`config.mk`:
```
export PLATFORM = sky130hd
export DESIGN_NAME = omi_unit
export DESIGN_NICKNAME = d
export VERILOG_FILES = /design/src/rtl/omi_pkg.sv /design/src/rtl/omi_unit.sv
export SDC_FILE = /design/constraint.sdc
export NUM_CORES = 2
export LEC_CHECK = 0
export ABC_AREA = 0
export ABC_CLOCK_PERIOD_IN_PS = 23100
export CAP_MARGIN = 30
export CORE_MARGIN = 5
export CORE_UTILIZATION = 43
export DETAILED_ROUTE_END_ITERATION = 6
export DONT_BUFFER_PORTS = 1
export PLACE_DENSITY = 0.56
export SLEW_MARGIN = 20
export SYNTH_ARGS = -nofsm -noshare
export SYNTH_HDL_FRONTEND = slang
export SYNTH_SLANG_ARGS = --single-unit
export TNS_END_PERCENT = 50
```
`constraint.sdc`:
```
create_clock -name clk -period 23.1 [get_ports clk]
set_clock_uncertainty 0.15 [all_clocks]
set_input_delay 3.465 -clock clk [delete_from_list [all_inputs] [get_ports clk]]
set_output_delay 3.465 -clock clk [all_outputs]
set_load 0.05 [all_outputs]
```
`src/rtl/omi_pkg.sv`:
```
`default_nettype none
package omi_pkg;

  localparam int QW = 50;
  localparam int RW = 35;

  localparam logic [1:0] CMD_TICK = 2'd0;
  localparam logic [1:0] CMD_ADD  = 2'd1;
  localparam logic [1:0] CMD_SETV = 2'd2;
  localparam logic [1:0] CMD_SETP = 2'd3;

  localparam logic [2:0] CFG_MAX_SPEED     = 3'd0;
  localparam logic [2:0] CFG_POWER_LIMIT   = 3'd1;
  localparam logic [2:0] CFG_FRICTION      = 3'd2;
  localparam logic [2:0] CFG_SCREEN_WIDTH  = 3'd3;
  localparam logic [2:0] CFG_SCREEN_HEIGHT = 3'd4;

  localparam logic [25:0] MAX_SPEED_RST   = 26'd6553600;
  localparam logic [23:0] POWER_LIMIT_RST = 24'd65536;
  localparam logic [23:0] FRICTION_RST    = 24'd98304;
  localparam logic [9:0]  SCREEN_W_RST    = 10'd80;
  localparam logic [9:0]  SCREEN_H_RST    = 10'd25;

  localparam logic [31:0] TINY_LEN = 32'd7;
  localparam logic signed [17:0] HEADING_Y_RST = -18'sd65536;

  localparam logic [5:0] ROOT_TOP = 6'd31;
  localparam logic [5:0] LIM_TOP  = 6'd24;
  localparam logic [5:0] MOVE_TOP = 6'd49;
  localparam logic [5:0] HEAD_TOP = 6'd16;

  typedef enum logic [5:0] {
    ST_IDLE, ST_ADD, ST_SETV, ST_SETP, ST_LOAD, ST_SQX, ST_SQY, ST_ROOT, ST_ROOTW,
    ST_LIMX, ST_LIMXD, ST_LIMXW, ST_LIMY, ST_LIMYD, ST_LIMYW,
    ST_MOVE, ST_MOVEM, ST_MOVEX, ST_MOVEXD, ST_MOVEXW, ST_MOVEY, ST_MOVEYD, ST_MOVEYW,
    ST_FRIC, ST_FRICK, ST_FRICX, ST_FRICY, ST_FRICW, ST_FINAL,
    ST_HEADX, ST_HEADXW, ST_HEADY, ST_HEADYW, ST_DONE
  } state_t;

  typedef struct packed {
    logic        start;
    logic        sqrt;
    logic [63:0] src;
    logic [31:0] den;
    logic [5:0]  top;
  } unit_req_t;

  function automatic logic signed [31:0] sat32(input logic signed [35:0] v);
    if (v > 36'sd2147483647) begin
      return 32'sh7fffffff;
    end else if (v < -36'sd2147483648) begin
      return 32'sh80000000;
    end else begin
      return v[31:0];
    end
  endfunction

endpackage
`default_nettype wire

```
`src/rtl/omi_unit.sv`:
```
`default_nettype none
module omi_unit (
  input  wire logic                       clk,
  input  wire logic                       rst,
  input  wire omi_pkg::unit_req_t         req,
  output logic [omi_pkg::QW-1:0]          result,
  output logic                            done,
  input  wire logic [31:0]                mul_a,
  input  wire logic [31:0]                mul_b,
  output logic [63:0]                     mul_p
);

  logic                     active;
  logic                     sqrt_mode;
  logic [5:0]               cnt;
  logic [63:0]              src;
  logic [31:0]              den;
  logic [omi_pkg::RW-1:0]   rem;
  logic [omi_pkg::QW-1:0]   q;
  logic [omi_pkg::RW-1:0]   rem_sh;
  logic [omi_pkg::RW-1:0]   trial;
  logic [omi_pkg::RW-1:0]   diff;
  logic                     ge;

  // one quotient or root bit per cycle, shared compare-subtract
  always_comb begin
    if (sqrt_mode) begin
      rem_sh = {rem[omi_pkg::RW-3:0], src[{cnt[4:0], 1'b1}], src[{cnt[4:0], 1'b0}]};
      trial  = {q[omi_pkg::RW-3:0], 2'b01};
    end else begin
      rem_sh = {rem[omi_pkg::RW-2:0], src[cnt]};
      trial  = omi_pkg::RW'(den);
    end
    ge   = rem_sh >= trial;
    diff = rem_sh - trial;
  end

  always_ff @(posedge clk) begin
    if (rst) begin
      active <= 1'b0;
      done   <= 1'b0;
    end else begin
      done <= 1'b0;
      if (req.start) begin
        active <= 1'b1;
      end else if (active && cnt == 6'd0) begin
        active <= 1'b0;
        done   <= 1'b1;
      end
    end
  end

  always_ff @(posedge clk) begin
    if (req.start) begin
      sqrt_mode <= req.sqrt;
      src       <= req.src;
      den       <= req.den;
      cnt       <= req.top;
      q         <= '0;
      if (req.sqrt) begin
        rem <= '0;
      end else begin
        rem <= omi_pkg::RW'(req.src >> ({1'b0, req.top} + 7'd1));
      end
    end else if (active) begin
      rem <= ge ? diff : rem_sh;
      q   <= {q[omi_pkg::QW-2:0], ge};
      cnt <= cnt - 6'd1;
    end
  end

  always_ff @(posedge clk) begin
    mul_p <= mul_a * mul_b;
  end

  assign result = q;

endmodule
`default_nettype wire

```
==> run_results.csv <==
group,metric,value,unit
run_status,outcome,"complete, no violations",
timing,maxSlewViolCount,0,
global_route,antenna_found_initial,4,
critical_path,worstPathMaxFanout,32,
global_route,first_global_vias,36400,
detailed_routing,ant_nets,0,
synth,ys_seq_area_frac,0.134,
timing,whs,0.621,ns
clocking,ctsResizeCount,0,
clocking,worstSkewPairLatency,0.58,ns
clocking,cts_max_level,2,
layout,layout_commonest_cell,"fa_1",
detailed_routing,firstDrtPassIters,7,
timing,fmax,89.7,MHz
floorplan,io_pins,285,
place,io_buffers,0,
floorplan,initial_core_util,0.433,
synth,ys_seq_elements,253,
critical_path,rrSetupSlack,16.59,ns
synth,postSynthAreaPerCell,9.72,um2
synth,synthFlopType,"edfxtp_1",
synth,async_flop_share,0,
place,place_hpwl,112,mm
critical_path,arrival,11.43,ns
clocking,clk_pin_slew,0.06,ns
layout,nets,6047,
clocking,cts_hold_buf,0,
critical_path,worstPathRequired,23.39,ns
synth,synthCells,4933,
timing,setup_viol,0,
timing,period_minus_slack,11.14,ns
clocking,cts_tree,"done",
clocking,clockBufferDepth,3,
detailed_routing,vias,33900,
clocking,clock_sinks,253,
timing,worst_pin_slew,0.940,ns
timing,rsz0062_at_grt,"false",
floorplan,dieArea,0.118,mm2
timing,final.setup.tns,0,ns
timing,final_hold_viol_count,0,
min_path,hold_class,"register to register",
synth,synth_nets,6299,
timing,maxSlewHeadroom,0.373,
global_route,gr-total-overflow,0,
timing,setup_slack,11.96,ns
critical_path,crit_path_start_kind,"input port",
critical_path,rr_endpoint,"rem[23]$_DFFE_PP_",
min_path,worstHoldPathCells,2,
synth,synth-edff-count,137,
synth,yosysUniqueCellTypes,71,
place,pre_cts_slack,11.46,ns
floorplan,num_rows,122,
critical_path,rr_worst_depth,18,
layout,syn_to_final_growth,4.29,%
floorplan,fp.coreArea,0.111,mm2
critical_path,reg2reg_from,"cnt[2]$_DFFE_PP_",
critical_path,critPathKind,"input port to register",
clocking,cts_buffers,35,
detailed_routing,wire_per_inst,23.3,um
min_path,min_to,"result[49]$_SDFFE_PP0P_",
min_path,hold_start,"result[49]$_SDFFE_PP0P_",
synth,ys_warn_count,0,
clocking,post_cts_buffers,0,
floorplan,die_w,344,um
floorplan,dieHeight,344,um
global_route,grt_use_total,0.246,
timing,fin_crit_sh,0.482,
flow_run,drv_cap,0,
detailed_routing,drt_wl_total,144,mm
synth,netlist_area,0.0479,mm2
place,gp_congestion,0.884,
global_route,grt_pass1_wl,222,mm
detailed_routing,routed_via_density,5.47,
global_route,grt_max_degree,201,
critical_path,cp-end-kind,"register",
clocking,root_buffer,"clkbuf_16",
detailed_routing,drt_iter0_markers,2412,
detailed_routing,route.detailed.drc,0,
layout,drive_gt1_frac,0.0495,
layout,mostFrequentLayoutCells,"897 x fa_1, 876 x inv_1, 611 x and2_1",
metal layers:
metal	GRT usage	wire [um]	up-vias
li1	-	-	14900
met1	0.328	60500	17700
met2	0.409	69200	1029
met3	0.0336	7720	246
met4	0.0983	6780	0
met5	0	0	-
through the flow:
step | instances | instance area, um2 | utilization
final | 6198 | 50000 | 0.452
after floorplan | 4933 | 47900 | -
after global placement | 6129 | 48700 | 0.440
after global routing | 6197 | 50000 | 0.452
after detailed placement | 6132 | 48800 | 0.441
after CTS | 6196 | 50000 | 0.452
synthesized netlist by cell type, drive strengths merged, types with 22 or more instances:
| library cell | count | area, um2 |
|---|---|---|
| nand2 | 550 | 2060 |
| mux2i | 169 | 1690 |
| ha | 299 | 3740 |
| o22ai | 25 | 156 |
| mux2 | 64 | 721 |
| buf | 35 | 149 |
| dfxtp | 116 | 2320 |
| xor2 | 29 | 254 |
| xnor2 | 63 | 552 |
| fa | 897 | 18000 |
| nor2 | 138 | 518 |
| a21oi | 130 | 651 |
| o21ai | 116 | 584 |
| a21o | 59 | 443 |
| edfxtp | 137 | 4110 |
| mux4 | 88 | 1980 |
| clkbuf | 265 | 995 |
| nor2b | 22 | 138 |
| and2 | 611 | 3820 |
| inv | 877 | 3290 |
how the worst max path moves through the flow:
stage                          from                 to  slack, ns
after floorplan            mul_b[2]  mul_p[56]$_DFF_P_      12.53
after global placement    mul_a[26]  mul_p[55]$_DFF_P_      11.13
after detailed placement  mul_a[26]  mul_p[55]$_DFF_P_      11.46
after CTS                 mul_a[26]  mul_p[55]$_DFF_P_      12.05
after global routing      mul_a[26]  mul_p[55]$_DFF_P_      11.64
final                     mul_a[26]  mul_p[55]$_DFF_P_      11.96
state kept, by name, indices dropped and copies added, names as in the netlist:
register and count:
active 1, cnt 6, den 32, done 1
mul_p 64, rem 34, result 50, sqrt_mode 1
src 64
cells by family after synthesis:
group           share of synthesized area
compound gates                     0.0623
xor+xnor                           0.0168
fa+ha+maj                           0.453
buf+inv                            0.0927
flops                               0.134
mux                                0.0917
simple gates                        0.150
critical path, stage by stage:
cell and delay, ns:
and2_1 0.16, fa_1 0.52, fa_1 0.56, inv_1 0.07, fa_1 0.45, fa_1 0.54
inv_1 0.05, fa_1 0.62, fa_1 0.45, fa_1 0.54, inv_1 0.07, fa_1 0.48
inv_1 0.04, ha_1 0.41, nand2_1 0.16, nor4_1 0.33, clkdlybuf4s18_2 0.33, o211ai_1 0.13
a211oi_1 0.73, nor3_1 0.22, o21ai_1 0.27, a31oi_1 0.18, o221ai_1 0.32, a31oi_1 0.16
xnor2_1 0.16
cell type report:
type | count | area [um2]
fillers | 10700 | 60700
multi-input cells | 3501 | 37100
flip-flops and latches | 253 | 6440
inverters | 879 | 3300
well taps | 1488 | 1860
clock buffers | 44 | 920
clock inverters | 20 | 304
repair buffers | 11 | 101
diodes | 2 | 5.00
Power is left out: the tool's default activity adds up to more than one toggle a clock period on the data nets, which glitch-free logic cannot reach.
