<file path="src/rtl/omi_pkg.sv">
`default_nettype none
package omi_pkg;

  localparam int QW = 50;
  localparam int RW = 35;

  localparam logic [1:0] CMD_TICK = 2'd0;
  localparam logic [1:0] CMD_ADD  = 2'd1;
  localparam logic [1:0] CMD_SETV = 2'd2;
  localparam logic [1:0] CMD_SETP = 2'd3;

  localparam logic [2:0] CFG_MAX_SPEED     = 3'd0;
  localparam logic [2:0] CFG_POWER_LIMIT   = 3'd1;
  localparam logic [2:0] CFG_FRICTION      = 3'd2;
  localparam logic [2:0] CFG_SCREEN_WIDTH  = 3'd3;
  localparam logic [2:0] CFG_SCREEN_HEIGHT = 3'd4;

  localparam logic [25:0] MAX_SPEED_RST   = 26'd6553600;
  localparam logic [23:0] POWER_LIMIT_RST = 24'd65536;
  localparam logic [23:0] FRICTION_RST    = 24'd98304;
  localparam logic [9:0]  SCREEN_W_RST    = 10'd80;
  localparam logic [9:0]  SCREEN_H_RST    = 10'd25;

  localparam logic [31:0] TINY_LEN = 32'd7;
  localparam logic signed [17:0] HEADING_Y_RST = -18'sd65536;

  localparam logic [5:0] ROOT_TOP = 6'd31;
  localparam logic [5:0] LIM_TOP  = 6'd24;
  localparam logic [5:0] MOVE_TOP = 6'd49;
  localparam logic [5:0] HEAD_TOP = 6'd16;

  typedef enum logic [5:0] {
    ST_IDLE, ST_ADD, ST_SETV, ST_SETP, ST_LOAD, ST_SQX, ST_SQY, ST_ROOT, ST_ROOTW,
    ST_LIMX, ST_LIMXD, ST_LIMXW, ST_LIMY, ST_LIMYD, ST_LIMYW,
    ST_MOVE, ST_MOVEM, ST_MOVEX, ST_MOVEXD, ST_MOVEXW, ST_MOVEY, ST_MOVEYD, ST_MOVEYW,
    ST_FRIC, ST_FRICK, ST_FRICX, ST_FRICY, ST_FRICW, ST_FINAL,
    ST_HEADX, ST_HEADXW, ST_HEADY, ST_HEADYW, ST_DONE
  } state_t;

  typedef struct packed {
    logic        start;
    logic        sqrt;
    logic [63:0] src;
    logic [31:0] den;
    logic [5:0]  top;
  } unit_req_t;

  function automatic logic signed [31:0] sat32(input logic signed [35:0] v);
    if (v > 36'sd2147483647) begin
      return 32'sh7fffffff;
    end else if (v < -36'sd2147483648) begin
      return 32'sh80000000;
    end else begin
      return v[31:0];
    end
  endfunction

endpackage
`default_nettype wire

</file>
<file path="src/rtl/omi_core.sv">
`default_nettype none
module omi_core (
  input  wire logic                      clk,
  input  wire logic                      rst,
  input  wire logic                      start,
  input  wire logic [1:0]                command,
  input  wire logic [15:0]               time_step,
  input  wire logic signed [31:0]        vec_x,
  input  wire logic signed [31:0]        vec_y,
  input  wire logic [25:0]               max_speed,
  input  wire logic [23:0]               power_limit,
  input  wire logic [23:0]               friction,
  input  wire logic [9:0]                screen_width,
  input  wire logic [9:0]                screen_height,
  input  wire logic                      out_free,
  output logic                           idle,
  output logic                           finish,
  output logic signed [31:0]             position_x,
  output logic signed [31:0]             position_y,
  output logic signed [31:0]             velocity_x,
  output logic signed [31:0]             velocity_y,
  output logic signed [17:0]             heading_x,
  output logic signed [17:0]             heading_y,
  output omi_pkg::unit_req_t             req,
  input  wire logic [omi_pkg::QW-1:0]    unit_result,
  input  wire logic                      unit_done,
  output logic [31:0]                    mul_a,
  output logic [31:0]                    mul_b,
  input  wire logic [63:0]               mul_p
);

  omi_pkg::state_t state, state_next;

  logic [1:0]               cmd_r;
  logic [15:0]              dt;
  logic signed [31:0]       vx_r, vy_r;
  logic [31:0]              ax, ay;
  logic                     sx, sy;
  logic [23:0]              lim;
  logic [63:0]              acc;
  logic [31:0]              len;
  logic [25:0]              m;
  logic [23:0]              k;
  logic [omi_pkg::QW-1:0]   dx, dy;
  logic [31:0]              fx, fy;
  logic [31:0]              root;

  logic signed [35:0]       add_x, add_y;
  logic signed [51:0]       dxs, dys, px, py, bx, by;
  logic signed [33:0]       tx, ty;
  logic signed [31:0]       nvx, nvy;
  logic signed [17:0]       q18;

  assign root = unit_result[31:0];
  assign q18  = unit_result[17:0];

  always_comb begin
    state_next = state;
    case (state)
      omi_pkg::ST_IDLE: begin
        if (start) begin
          case (command)
            omi_pkg::CMD_TICK: state_next = omi_pkg::ST_LOAD;
            omi_pkg::CMD_ADD:  state_next = omi_pkg::ST_ADD;
            omi_pkg::CMD_SETV: state_next = omi_pkg::ST_SETV;
            default:           state_next = omi_pkg::ST_SETP;
          endcase
        end
      end
      omi_pkg::ST_ADD:    state_next = omi_pkg::ST_LOAD;
      omi_pkg::ST_SETV:   state_next = omi_pkg::ST_DONE;
      omi_pkg::ST_SETP:   state_next = omi_pkg::ST_DONE;
      omi_pkg::ST_LOAD:   state_next = omi_pkg::ST_SQX;
      omi_pkg::ST_SQX:    state_next = omi_pkg::ST_SQY;
      omi_pkg::ST_SQY:    state_next = omi_pkg::ST_ROOT;
      omi_pkg::ST_ROOT:   state_next = omi_pkg::ST_ROOTW;
      omi_pkg::ST_ROOTW: begin
        if (unit_done) begin
          if (cmd_r == omi_pkg::CMD_ADD) begin
            state_next = (root == 32'd0) ? omi_pkg::ST_DONE : omi_pkg::ST_HEADX;
          end else if (root < omi_pkg::TINY_LEN) begin
            state_next = omi_pkg::ST_MOVE;
          end else if (root > {8'd0, lim}) begin
            state_next = omi_pkg::ST_LIMX;
          end else begin
            state_next = omi_pkg::ST_MOVE;
          end
        end
      end
      omi_pkg::ST_LIMX:   state_next = omi_pkg::ST_LIMXD;
      omi_pkg::ST_LIMXD:  state_next = omi_pkg::ST_LIMXW;
      omi_pkg::ST_LIMXW:  if (unit_done) state_next = omi_pkg::ST_LIMY;
      omi_pkg::ST_LIMY:   state_next = omi_pkg::ST_LIMYD;
      omi_pkg::ST_LIMYD:  state_next = omi_pkg::ST_LIMYW;
      omi_pkg::ST_LIMYW:  if (unit_done) state_next = omi_pkg::ST_MOVE;
      omi_pkg::ST_MOVE:   state_next = omi_pkg::ST_MOVEM;
      omi_pkg::ST_MOVEM:  state_next = omi_pkg::ST_MOVEX;
      omi_pkg::ST_MOVEX:  state_next = omi_pkg::ST_MOVEXD;
      omi_pkg::ST_MOVEXD: state_next = omi_pkg::ST_MOVEXW;
      omi_pkg::ST_MOVEXW: if (unit_done) state_next = omi_pkg::ST_MOVEY;
      omi_pkg::ST_MOVEY:  state_next = omi_pkg::ST_MOVEYD;
      omi_pkg::ST_MOVEYD: state_next = omi_pkg::ST_MOVEYW;
      omi_pkg::ST_MOVEYW: if (unit_done) state_next = omi_pkg::ST_FRIC;
      omi_pkg::ST_FRIC:   state_next = omi_pkg::ST_FRICK;
      omi_pkg::ST_FRICK:  state_next = omi_pkg::ST_FRICX;
      omi_pkg::ST_FRICX:  state_next = omi_pkg::ST_FRICY;
      omi_pkg::ST_FRICY:  state_next = omi_pkg::ST_FRICW;
      omi_pkg::ST_FRICW:  state_next = omi_pkg::ST_FINAL;
      omi_pkg::ST_FINAL:  state_next = omi_pkg::ST_DONE;
      omi_pkg::ST_HEADX:  state_next = omi_pkg::ST_HEADXW;
      omi_pkg::ST_HEADXW: if (unit_done) state_next = omi_pkg::ST_HEADY;
      omi_pkg::ST_HEADY:  state_next = omi_pkg::ST_HEADYW;
      omi_pkg::ST_HEADYW: if (unit_done) state_next = omi_pkg::ST_DONE;
      omi_pkg::ST_DONE:   if (out_free) state_next = omi_pkg::ST_IDLE;
      default:            state_next = omi_pkg::ST_IDLE;
    endcase
  end

  always_comb begin
    req    = '0;
    mul_a  = '0;
    mul_b  = '0;
    idle   = state == omi_pkg::ST_IDLE;
    finish = (state == omi_pkg::ST_DONE) && out_free;
    case (state)
      omi_pkg::ST_SQX: begin
        mul_a = ax;
        mul_b = ax;
      end
      omi_pkg::ST_SQY: begin
        mul_a = ay;
        mul_b = ay;
      end
      omi_pkg::ST_ROOT: begin
        req.start = 1'b1;
        req.sqrt  = 1'b1;
        req.src   = acc + mul_p;
        req.top   = omi_pkg::ROOT_TOP;
      end
      omi_pkg::ST_LIMX: begin
        mul_a = ax;
        mul_b = {8'd0, lim};
      end
      omi_pkg::ST_LIMY: begin
        mul_a = ay;
        mul_b = {8'd0, lim};
      end
      omi_pkg::ST_LIMXD, omi_pkg::ST_LIMYD: begin
        req.start = 1'b1;
        req.src   = mul_p;
        req.den   = len;
        req.top   = omi_pkg::LIM_TOP;
      end
      omi_pkg::ST_MOVE: begin
        mul_a = {6'd0, max_speed};
        mul_b = {16'd0, dt};
      end
      omi_pkg::ST_MOVEX: begin
        mul_a = ax;
        mul_b = {6'd0, m};
      end
      omi_pkg::ST_MOVEY: begin
        mul_a = ay;
        mul_b = {6'd0, m};
      end
      omi_pkg::ST_MOVEXD, omi_pkg::ST_MOVEYD: begin
        req.start = 1'b1;
        req.src   = mul_p;
        req.den   = {8'd0, lim};
        req.top   = omi_pkg::MOVE_TOP;
      end
      omi_pkg::ST_FRIC: begin
        mul_a = {8'd0, friction};
        mul_b = {16'd0, dt};
      end
      omi_pkg::ST_FRICX: begin
        mul_a = ax;
        mul_b = {8'd0, k};
      end
      omi_pkg::ST_FRICY: begin
        mul_a = ay;
        mul_b = {8'd0, k};
      end
      omi_pkg::ST_HEADX: begin
        req.start = 1'b1;
        req.src   = {16'd0, ax, 16'd0};
        req.den   = len;
        req.top   = omi_pkg::HEAD_TOP;
      end
      omi_pkg::ST_HEADY: begin
        req.start = 1'b1;
        req.src   = {16'd0, ay, 16'd0};
        req.den   = len;
        req.top   = omi_pkg::HEAD_TOP;
      end
      default: begin
      end
    endcase
  end

  // add-power sums and end-of-tick update
  always_comb begin
    add_x = 36'(velocity_x) + 36'(vx_r);
    add_y = 36'(velocity_y) + 36'(vy_r);
    dxs   = sx ? -$signed({2'b00, dx}) : $signed({2'b00, dx});
    dys   = sy ? -$signed({2'b00, dy}) : $signed({2'b00, dy});
    px    = 52'(position_x) + dxs;
    py    = 52'(position_y) + dys;
    bx    = $signed({26'd0, screen_width, 16'd0});
    by    = $signed({26'd0, screen_height, 16'd0});
    tx    = $signed({2'b00, ax}) - $signed({2'b00, fx});
    ty    = $signed({2'b00, ay}) - $signed({2'b00, fy});
    nvx   = omi_pkg::sat32(sx ? -36'(tx) : 36'(tx));
    nvy   = omi_pkg::sat32(sy ? -36'(ty) : 36'(ty));
  end

  always_ff @(posedge clk) begin
    if (rst) begin
      state      <= omi_pkg::ST_IDLE;
      position_x <= '0;
      position_y <= '0;
      velocity_x <= '0;
      velocity_y <= '0;
      heading_x  <= '0;
      heading_y  <= omi_pkg::HEADING_Y_RST;
    end else begin
      state <= state_next;
      case (state)
        omi_pkg::ST_ADD: begin
          velocity_x <= omi_pkg::sat32(add_x);
          velocity_y <= omi_pkg::sat32(add_y);
        end
        omi_pkg::ST_SETV: begin
          velocity_x <= vx_r;
          velocity_y <= vy_r;
        end
        omi_pkg::ST_SETP: begin
          position_x <= vx_r;
          position_y <= vy_r;
        end
        omi_pkg::ST_ROOTW: begin
          if (unit_done && cmd_r == omi_pkg::CMD_ADD && root == 32'd0) begin
            heading_x <= '0;
            heading_y <= '0;
          end
        end
        omi_pkg::ST_HEADXW: if (unit_done) heading_x <= sx ? -q18 : q18;
        omi_pkg::ST_HEADYW: if (unit_done) heading_y <= sy ? -q18 : q18;
        omi_pkg::ST_FINAL: begin
          if (px < 52'sd0) begin
            position_x <= '0;
            velocity_x <= '0;
          end else if (px > bx) begin
            position_x <= bx[31:0];
            velocity_x <= '0;
          end else begin
            position_x <= px[31:0];
            velocity_x <= nvx;
          end
          if (py < 52'sd0) begin
            position_y <= '0;
            velocity_y <= '0;
          end else if (py > by) begin
            position_y <= by[31:0];
            velocity_y <= '0;
          end else begin
            position_y <= py[31:0];
            velocity_y <= nvy;
          end
        end
        default: begin
        end
      endcase
    end
  end

  always_ff @(posedge clk) begin
    case (state)
      omi_pkg::ST_IDLE: begin
        if (start) begin
          cmd_r <= command;
          dt    <= time_step;
          vx_r  <= vec_x;
          vy_r  <= vec_y;
        end
      end
      omi_pkg::ST_LOAD: begin
        ax  <= velocity_x[31] ? 32'(-velocity_x) : velocity_x;
        ay  <= velocity_y[31] ? 32'(-velocity_y) : velocity_y;
        sx  <= velocity_x[31];
        sy  <= velocity_y[31];
        lim <= (power_limit == 24'd0) ? 24'd1 : power_limit;
      end
      omi_pkg::ST_SQY: acc <= mul_p;
      omi_pkg::ST_ROOTW: begin
        if (unit_done) begin
          len <= root;
          if (cmd_r == omi_pkg::CMD_TICK && root < omi_pkg::TINY_LEN) begin
            ax <= '0;
            ay <= '0;
          end
        end
      end
      omi_pkg::ST_LIMXW:  if (unit_done) ax <= root;
      omi_pkg::ST_LIMYW:  if (unit_done) ay <= root;
      omi_pkg::ST_MOVEM:  m <= mul_p[41:16];
      omi_pkg::ST_MOVEXW: if (unit_done) dx <= unit_result;
      omi_pkg::ST_MOVEYW: if (unit_done) dy <= unit_result;
      omi_pkg::ST_FRICK:  k <= mul_p[39:16];
      omi_pkg::ST_FRICY:  fx <= mul_p[47:16];
      omi_pkg::ST_FRICW:  fy <= mul_p[47:16];
      default: begin
      end
    endcase
  end

endmodule
`default_nettype wire

</file>
<file path="config.mk">
export PLATFORM = sky130hd
export DESIGN_NAME = omi_core
export DESIGN_NICKNAME = d
export VERILOG_FILES = /design/src/rtl/omi_pkg.sv /design/src/rtl/omi_core.sv
export SDC_FILE = /design/constraint.sdc
export NUM_CORES = 2
export LEC_CHECK = 0
export BUFFER_PORTS_ARGS = -buffer_cell sky130_fd_sc_hd__clkbuf_2
export CORE_MARGIN = 5
export CORE_UTILIZATION = 60
export CTS_CLUSTER_SIZE = 16
export DETAILED_ROUTE_END_ITERATION = 7
export GPL_ROUTABILITY_DRIVEN = 1
export GPL_TIMING_DRIVEN = 0
export HOLD_SLACK_MARGIN = 0.05
export PLACE_DENSITY_LB_ADDON = 0.15
export SETUP_SLACK_MARGIN = 0.1
export SLEW_MARGIN = 0
export SYNTH_ARGS = -nofsm -noshare
export SYNTH_HDL_FRONTEND = slang
export SYNTH_SLANG_ARGS = --single-unit
</file>
<file path="constraint.sdc">
create_clock -name clk -period 8.35 [get_ports clk]
set_input_delay 1.2525 -clock clk [delete_from_list [all_inputs] [get_ports clk]]
set_output_delay 1.2525 -clock clk [all_outputs]
set_load 0.03 [all_outputs]
</file>
==> reports/metrics.yaml <==
clocking:
  clk_path_buf_depth: 3
  cts-hold-fix-buffers: 0
  root_buffer: "clkbuf_16"
  cts.sinks: 652
  tritoncts: "built"
  htreeDepth: 3
  cts.clk_slew.worst_paths_ns: 0.06
  clk_latency_ns: 0.67
  cts_inserted_buffers: 75
yosys:
  ys_seq_area_frac: 0.356
  synth_area_um2: 50300
  synth_top_area_share: 0.288
  synth_area_leaders: "edfxtp_1 (29%), ha_1 (8.9%), dfxtp_1 (6.8%), xnor2_1 (5.1%), o21ai_0 (4.8%)"
  ys_ff_latch: 652
  synthArstFlopShare: 0
  synth_edf_count: 482
  yosys.area.top_type: "edfxtp_1"
  syn_nets: 6368
  syn_inst: 5709
  yosysUniqueCellTypes: 104
  syn_avg_cell_area_um2: 8.81
  synth_warnings: 0
  synth-main-ff-cell: "edfxtp_1"
detailed_routing:
  first_pass_iters: 8
  routed_wl_mm: 226
  first_iter_violations: 8003
  wl_per_cell_um: 29.8
  drt-vias-per-instance: 7.01
  final_antenna_net_count: 0
  post-route-drc-count: 48
  vias: 53200
power:
  peakVddDrop_mv: 0.265
  power_mw: 18.3
  leakagePower_nw: 23.3
  power_density_nw_per_um2: 317
floorplan:
  die_x_um: 299
  initial_core_util: 0.603
  num_io_pins: 629
  dieArea_um2: 89700
  die_y_um: 299
  core_area_um2: 83400
  placementRows: 106
final_layout:
  drive_gt1_frac: 0.145
  mostFrequentLayoutCells: "clkbuf_2 (632), nand2_1 (625), edfxtp_1 (482), o21ai_0 (478), a21oi_1 (381)"
  fin_area_um2: 57900
  largest_register_ffs: 64
  fin_nets: 7089
  fillerInstances: 6746
  area_growth_pct: 15.2
  final_common_cell: "clkbuf_2"
  regMostFlops: "acc"
  reg_top3: "acc x64, dx x50, dy x50"
critical_path:
  cp_common_cell: "buf_4"
  timing.rr.start: "sy$_DFFE_PP_"
  max_stage_delay_ns: 0.59
  crit_start: "sy$_DFFE_PP_"
  crit_slowest_cell: "edfxtp_1"
  arrival_ns: 8.53
  end_kind: "flop"
  critPathLaunchType: "flop"
  cp_max_fo: 10
  path_class: "reg2reg"
  required_ns: 8.90
sta:
  relSlewSlack: 0.0235
  finalCritPeriodShare: 0.956
  setup-tns-final_ns: 0
  clock.fmax_mhz: 125
  fin_crit_ns: 7.98
  setup_viol: 0
  finClkSkew_ns: 0.0454
  tightest_slew_ns: 1.45
  hold_viol: 0
  fin_ws_ns: 0.367
  grt_setup_unrepaired: "no"
  slew_violations: 0
outcome:
  status: "complete, but fails checks"
  violations: "DRC"
placement:
  dp_hpwl_mm: 178
  place_congestion: 1.07
  portBuffers: 627
  place_area_um2: 55100
  dp_worst_setup_slack_ns: -1.53
global_routing:
  grt_pass1_vias: 49500
  overflow: 0
  grt_max_degree: 59
  track_usage: 0.474
  grt_pass1_wl_mm: 320
  antenna_found_initial: 18
job:
  maxCapViolCount: 0
min_path:
  hold_start: "heading_x[6]$_SDFFE_PP0P_"
  hp-class: "reg2reg"
cells in the mapped netlist (all sizes together), types with 41 or more instances:
cell type  instances
a21o             123
a22oi             51
nor4              46
a211oi            82
xor2             174
dfxtp            170
nor3             127
a22o              45
o21a              70
nand4             73
nor2b             41
nand2            626
ha               357
nand3            118
a31oi             44
nor2             377
a21oi            386
o21ai            492
xnor2            292
a222oi           101
o21bai            51
edfxtp           482
clkbuf           261
o31ai             80
and2              43
or3               71
nand2b            84
inv              229
worst max-delay path: cells and delay by family, from the launching register on:
| family | cells | cell delay [ns] |
|---|---|---|
| compound gates | 10 | 2.62 |
| simple gates | 9 | 1.85 |
| buf+inv | 6 | 1.76 |
| fa+ha+maj | 2 | 0.70 |
| flops | 1 | 0.59 |
| xor+xnor | 2 | 0.32 |
worst paths after layout:
kind,end,slack (ns),cells after the start
worst max-delay path,velocity_y[16]$_SDFFE_PP0P_,0.37,29
worst min-delay path,heading_x[6]$_SDFFE_PP0P_,0.45,2
worst max register to register,velocity_y[16]$_SDFFE_PP0P_,0.37,29
worst min register to register,heading_x[6]$_SDFFE_PP0P_,0.45,2
stage by stage:
step,util,hold WS (ns),cells
finish,0.695,0.453,7584
global route,0.694,0.473,7574
CTS,0.692,0.455,7575
detailed placement,0.661,0.446,7438
global placement,0.657,0.444,7416
floorplan,-,0.525,5709
cell type report:
type / instances / area [µm²] / area share
repair buffers: 654 / 3460 / 0.0596
clock inverters: 46 / 507 / 0.00875
diodes: 15 / 37.5 / 0.000648
inverters: 232 / 871 / 0.0150
multi-input cells: 4524 / 30600 / 0.528
well taps: 1080 / 1350 / 0.0233
clock buffers: 90 / 2030 / 0.0350
plain buffers: 291 / 1230 / 0.0212
flip-flops and latches: 652 / 17900 / 0.309
report_power, final:
group | internal (mW) | switching [mW]
Sequential | 4.15 | 1.22
Clock | 1.98 | 1.51
Combinational | 3.26 | 6.23
layer usage:
| layer | GRT usage | wire length (µm) | vias up | part of all wire |
|---|---|---|---|---|
| met5 | 0.00595 | 159 | - | 0.00070 |
| met2 | 0.720 | 95400 | 4189 | 0.42 |
| li1 | - | - | 23000 | - |
| met1 | 0.573 | 76600 | 24800 | 0.34 |
| met4 | 0.362 | 22800 | 14 | 0.10 |
| met3 | 0.131 | 30700 | 1135 | 0.14 |
cells by family (layout without fill, tap and decap cells):
kind of cell | after synthesis | count (layout) | synth area share
flops | 652 | 652 | 0.356
other cells | 0 | 15 | 0
mux | 44 | 44 | 0.00886
xor+xnor | 466 | 466 | 0.0813
simple gates | 1763 | 1763 | 0.168
compound gates | 1887 | 1887 | 0.253
buf+inv | 533 | 1313 | 0.0415
fa+ha+maj | 364 | 364 | 0.0916
timing repair:
item | in CTS | in global routing
setup endpoints to repair | 116 | 116
buffers inserted | 2 | 3
resized for setup | 22 | 51
pin swaps | 1 | 2
No activity file was read; power rests on OpenSTA's default activity.
